$ cat src/design/ffua_pkg.sv
// Package for the first-fit unit allocator: field widths, codes, FSM state
// type and the command/status structs shared by controller and datapath.
// No dependencies.
package ffua_pkg;

    localparam int MAX_UNITS_DEF = 1024;
    localparam int ID_BITS_DEF   = 10;

    localparam int REQ_W   = 11;
    localparam int OID_W   = 10;
    localparam int START_W = 10;
    localparam int FREED_W = 11;
    localparam int SIZE_W  = 11;

    localparam logic [SIZE_W-1:0]  SIZE_RESET = 11'd1024;
    localparam logic [FREED_W-1:0] FREED_MAX  = '1;

    localparam logic FUNC_ALLOC = 1'b0;
    localparam logic FUNC_FREE  = 1'b1;

    localparam logic STS_OK      = 1'b0;
    localparam logic STS_NOSPACE = 1'b1;

    typedef enum logic [2:0] {
        ST_CLEAR,
        ST_IDLE,
        ST_CHECK,
        ST_ALLOC,
        ST_FILL,
        ST_FREE,
        ST_DONE
    } state_t;

    typedef struct packed {
        logic load;
        logic clr_en;
        logic alloc_en;
        logic fill_en;
        logic free_en;
        logic set_fail;
        logic out_load;
    } cmd_t;

    typedef struct packed {
        logic func_free;
        logic alloc_ok;
        logic id_ok;
        logic found;
        logic scan_end;
        logic free_end;
        logic fill_last;
        logic clr_last;
    } sts_t;

endpackage

$ cat src/design/ffua_ctrl.sv
// Controller FSM of the first-fit unit allocator: sequences clearing,
// scanning, filling and result hand-off. Depends on ffua_pkg.
module ffua_ctrl
(
    input  logic          clk,
    input  logic          rst_n,
    input  logic          s_tvalid,
    output logic          s_tready,
    output logic          m_tvalid,
    input  logic          m_tready,
    input  ffua_pkg::sts_t sts,
    output ffua_pkg::cmd_t cmd
);
    import ffua_pkg::*;

    state_t state_reg;
    state_t state_next;
    logic   out_valid_reg;
    logic   out_valid_next;

    always_ff @(posedge clk or negedge rst_n)
    begin
        if (!rst_n)
        begin
            state_reg     <= ST_CLEAR;
            out_valid_reg <= 1'b0;
        end
        else
        begin
            state_reg     <= state_next;
            out_valid_reg <= out_valid_next;
        end
    end

    always_comb
    begin
        state_next = state_reg;
        cmd        = '0;
        s_tready   = 1'b0;
        case (state_reg)
            ST_CLEAR:
            begin
                cmd.clr_en = 1'b1;
                if (sts.clr_last)
                    state_next = ST_IDLE;
            end
            ST_IDLE:
            begin
                s_tready = 1'b1;
                if (s_tvalid)
                begin
                    cmd.load   = 1'b1;
                    state_next = ST_CHECK;
                end
            end
            ST_CHECK:
            begin
                if (sts.func_free)
                    state_next = sts.id_ok ? ST_FREE : ST_DONE;
                else if (sts.alloc_ok)
                    state_next = ST_ALLOC;
                else
                begin
                    cmd.set_fail = 1'b1;
                    state_next   = ST_DONE;
                end
            end
            ST_ALLOC:
            begin
                cmd.alloc_en = 1'b1;
                if (sts.found)
                    state_next = ST_FILL;
                else if (sts.scan_end)
                begin
                    cmd.set_fail = 1'b1;
                    state_next   = ST_DONE;
                end
            end
            ST_FILL:
            begin
                cmd.fill_en = 1'b1;
                if (sts.fill_last)
                    state_next = ST_DONE;
            end
            ST_FREE:
            begin
                cmd.free_en = 1'b1;
                if (sts.free_end)
                    state_next = ST_DONE;
            end
            ST_DONE:
            begin
                if (!out_valid_reg || m_tready)
                begin
                    cmd.out_load = 1'b1;
                    state_next   = ST_IDLE;
                end
            end
            default:
            begin
                state_next = ST_IDLE;
            end
        endcase
    end

    always_comb
    begin
        if (cmd.out_load)
            out_valid_next = 1'b1;
        else if (m_tready)
            out_valid_next = 1'b0;
        else
            out_valid_next = out_valid_reg;
    end

    assign m_tvalid = out_valid_reg;

endmodule

$ cat config.mk
export PLATFORM = sky130hd
export DESIGN_NAME = ffua_ctrl
export DESIGN_NICKNAME = d
export VERILOG_FILES = /design/src/design/ffua_pkg.sv /design/src/design/ffua_ctrl.sv
export SDC_FILE = /design/constraint.sdc
export NUM_CORES = 1
export LEC_CHECK = 0
export ABC_AREA = 1
export BUFFER_PORTS_ARGS = -buffer_cell sky130_fd_sc_hd__buf_4
export CORE_AREA = 5 5 42 44
export DETAILED_ROUTE_END_ITERATION = 10
export DIE_AREA = 0 0 47 49
export SETUP_SLACK_MARGIN = 0.05
export SYNTH_ARGS = -nofsm -noshare
export SYNTH_HDL_FRONTEND = slang
export SYNTH_SLANG_ARGS = --single-unit
$ cat constraint.sdc
create_clock -name clk -period 1.7 [get_ports clk]
set_input_delay 0.17 -clock clk [delete_from_list [all_inputs] [get_ports clk]]
set_output_delay 0.17 -clock clk [all_outputs]
set_load 0.03 [all_outputs]
After elaboration in Yosys (flattened, before gate mapping)
Cells that the tools add are included.
- equal/unequal tests: 12
- mux-type cells: 27
- reduce and logical (&&, ||, !) cells: 5
- operators with widths (operator ; number):
    2-to-1 mux 3 bit ; 9
    one-hot mux 3 bit (7 select lines) ; 1
    2-to-1 mux 1 bit ; 15
    != test 2 bit, second input constant ; 5
    equality test 3 bit, second input constant ; 3
    equality test 3 x 2 -> 1 bit, second input constant ; 2
    AND reduction 6 bit ; 1
    equality test 3 x 1 -> 1 bit, second input constant ; 1
    logical NOT 3 bit ; 1
    != test 3 bit, second input constant ; 1
    2-to-1 mux 2 bit ; 1
    one-hot mux 1 bit (2 select lines) ; 1
    nonzero test 2 bit ; 1
    logical NOT 1 bit ; 1
    logical OR 1 bit ; 1
- bits in registers: 4
- input port bits: 12
- output and inout port bits: 9
- logic and storage cells: 46

Depth between registers and ports, before layout
- word-level depth: 5
- depth in mapped cells: 8
- mapped depth without buffers: 7

Least setup slack after synthesis
No wires, ideal clock.
- path type: register to output
- start: register state_reg[2]
- end: output port cmd[1] (netlist bit)
- data arrival time: 1499 ps
- required time: 1530 ps
- setup slack: 31 ps
- cell stages (with the launch flop): 5
- buffers on the path: 1
- cell sequence: dfrtp_1 buf_6 inv_2 nand3_1 o32ai_1
- RTL lines (item ; RTL line ; source):
    start: declaration ; ffua_ctrl.sv:16 ; state_t state_reg;
    start signal: assignment ; ffua_ctrl.sv:30 ; state_reg <= state_next;
    end: declaration ; ffua_ctrl.sv:12 ; output ffua_pkg::cmd_t cmd

==> results.cfg <==
[detailed_routing]
ant_nets = 0
drt_iter0_markers = 3
post-route-drc-count = 0
detail_route.vias_per_cell = 4.47
wl_um = 1050
vias = 487
wl_per_cell_um = 9.62
dr.pass1.iters = 5

[yosys]
ys_warn_count = 0
synth_top_area_share_pct = 23.5
synth_cells = 71
syn_nets = 83
syn_area_per_cell_sq_um = 6.01
synth_area_leaders = dfrtp_1 23%, inv_1 12%, nand3_1 12%, nand2_1 11%, nor2_1 8.8%
yosysSeqAreaShare_pct = 23.5
yosys.area.top_type = dfrtp_1
synth_area_sq_um = 427
synth.distinct_cells = 17
ys_ff_latch = 4

[timing]
fin_worst_hold_slack_ps = 147
min_period_ps = 1540
timing.fmax_ghz = 0.648
fin_tns_setup_ps = 0
fin_skew_ps = 3.94
hold_violations = 0
rsz0062_at_grt = no
setup_viol = 0
fin_crit_sh_pct = 90.8
worstMarginPinSlew_ps = 260
slew_headroom_pct = 82.7
maxSlewViolCount = 0

[global_route]
antenna_found_initial = 0
grt_pass1_wl_um = 1790
overflow = 0
grt_max_degree = 10
grt_usage_pct = 10.5
first_global_vias = 469

[setup_path]
reg2regPathDepth = 6
crit_type = reg -> out
timing.rr.end = state_reg[0]$_DFFE_PN0P_
startpoint_type = register
cp.arrival_ps = 1370
cp_max_fo = 9
r2r_slack_ps = 500
worstPathRequired_ps = 1530
endpoint_kind = output pin
r2r_start = state_reg[0]$_DFFE_PN0P_

[worst_hold_path]
min_path_type = in -> reg
hold_start = m_tready
hold_depth = 2
hold_path_end = m_tvalid$_DFFE_PN0P_

[cells_and_area]
areaGrowthSynthToFinish_pct = 45.2
largest_reg_flops = 3
finalNetCount = 107
fin_util_pct = 44.2
fill_cells = 156
drive_gt1_share_pct = 34.4
final_cell_count_no_fill = 109
layout_commonest_cell = buf_4
antennaDiodeCount = 0
final_cell_mix = 21 x buf_4, 14 x inv_1, 13 x nand2_1

[clock_network]
cts.clk_slew.worst_paths_ps = 40
cts_buffer_depth = 2
root_buffer = clkbuf_4
numCtsBuffers = 3
post_cts_buffers = 0
tritoncts = built
cts_num_sinks = 4
clock_latency_ps = 230
htree_levels = 1

[place]
hpwl_um = 886
gp_congestion = 0.724
dp_cells = 105
io_buffers = 20

[power_and_ir_drop]
power_mw = 1.08
p_leak_nw = 0.397
power_density_mw_per_mm2 = 1740
peakVddDrop_uv = 944

[die]
num_io_pins = 21
die_area_sq_mm = 0.00230
rows = 14
die_h_um = 49
core-area_sq_mm = 0.00140
start_util_pct = 30.4
die_w_um = 47

[status]
status = completed

[run]
drv_cap = 0
layer usage:
metal | wire [um] | share of wire [%] | track usage [%] | vias up
li1 | - | - | - | 262
met4 | 0 | 0 | 5.53 | 0
met5 | 0 | 0 | 0 | -
met1 | 459 | 44 | 13.1 | 201
met3 | 109 | 10 | 2.58 | 0
met2 | 480 | 46 | 15.8 | 24
worst max-delay path, stage by stage (launching register included):
cell	delay [ps]
dfrtp_1	470
nand3_1	130
or2_1	250
o32ai_2	90
buf_4	200
layout make-up:
| type | count | area, sq um | share of cell area (%) |
|---|---|---|---|
| well taps | 16 | 20.0 | 3.23 |
| repair buffers | 22 | 168 | 27.1 |
| clock buffers | 3 | 22.5 | 3.64 |
| multi-input cells | 48 | 249 | 40.2 |
| flip-flops and latches | 4 | 100 | 16.2 |
| inverters | 16 | 60.1 | 9.70 |
worst max-delay path by stage:
stage                              from  endpoint  slack (ps)  cells past startpoint
2_1_floorplan  state_reg[2]$_DFFE_PN0P_    cmd[1]         320                      4
3_3_place_gp   state_reg[0]$_DFFE_PN0P_    cmd[1]         390                      4
3_5_place_dp   state_reg[0]$_DFFE_PN0P_    cmd[1]         370                      4
4_1_cts        state_reg[0]$_DFFE_PN0P_    cmd[1]         110                      4
5_1_grt        state_reg[2]$_DFFE_PN0P_    cmd[1]          50                      5
6_report       state_reg[0]$_DFFE_PN0P_    cmd[1]         160                      4
cell usage after synthesis, drive strengths merged:
master  number
buf          3
and2         1
nor3         1
inv         16
o32ai        1
nand4        1
nor2        12
nand3       12
nand2       13
o21ai        4
dfrtp        4
o21bai       2
or2          1
cells by family after synthesis:
kind of cell           Yosys count  share of synthesized area [%]
AOI/OAI and AO/OA                7                           10.3
buffers and inverters           19                           21.1
DFF                              4                           23.5
and+or+nand+nor                 41                           45.2
where the power goes:
part / internal (mW) / total (mW) / switching (mW)
Sequential: 0.144 / 0.210 / 0.0660
Combinational: 0.285 / 0.758 / 0.473
Clock: 0.0786 / 0.112 / 0.0336
timing repair:
| item | 4_1_cts | 5_1_grt |
|---|---|---|
| resized for setup | 0 | 1 |
| hold buffers | 1 | 0 |
| endpoints found under the setup margin | 0 | 1 |
| endpoints found under the hold margin | 4 | 0 |
metrics by stage:
stage / instance area [sq um] / setup WS, ps
after floorplan: 434 / 318
after global placement: 582 / 387
after detailed placement: 582 / 367
after CTS: 614 / 115
after global routing: 619 / 52.4
final: 619 / 156
(Power assumes the default switching activity.)
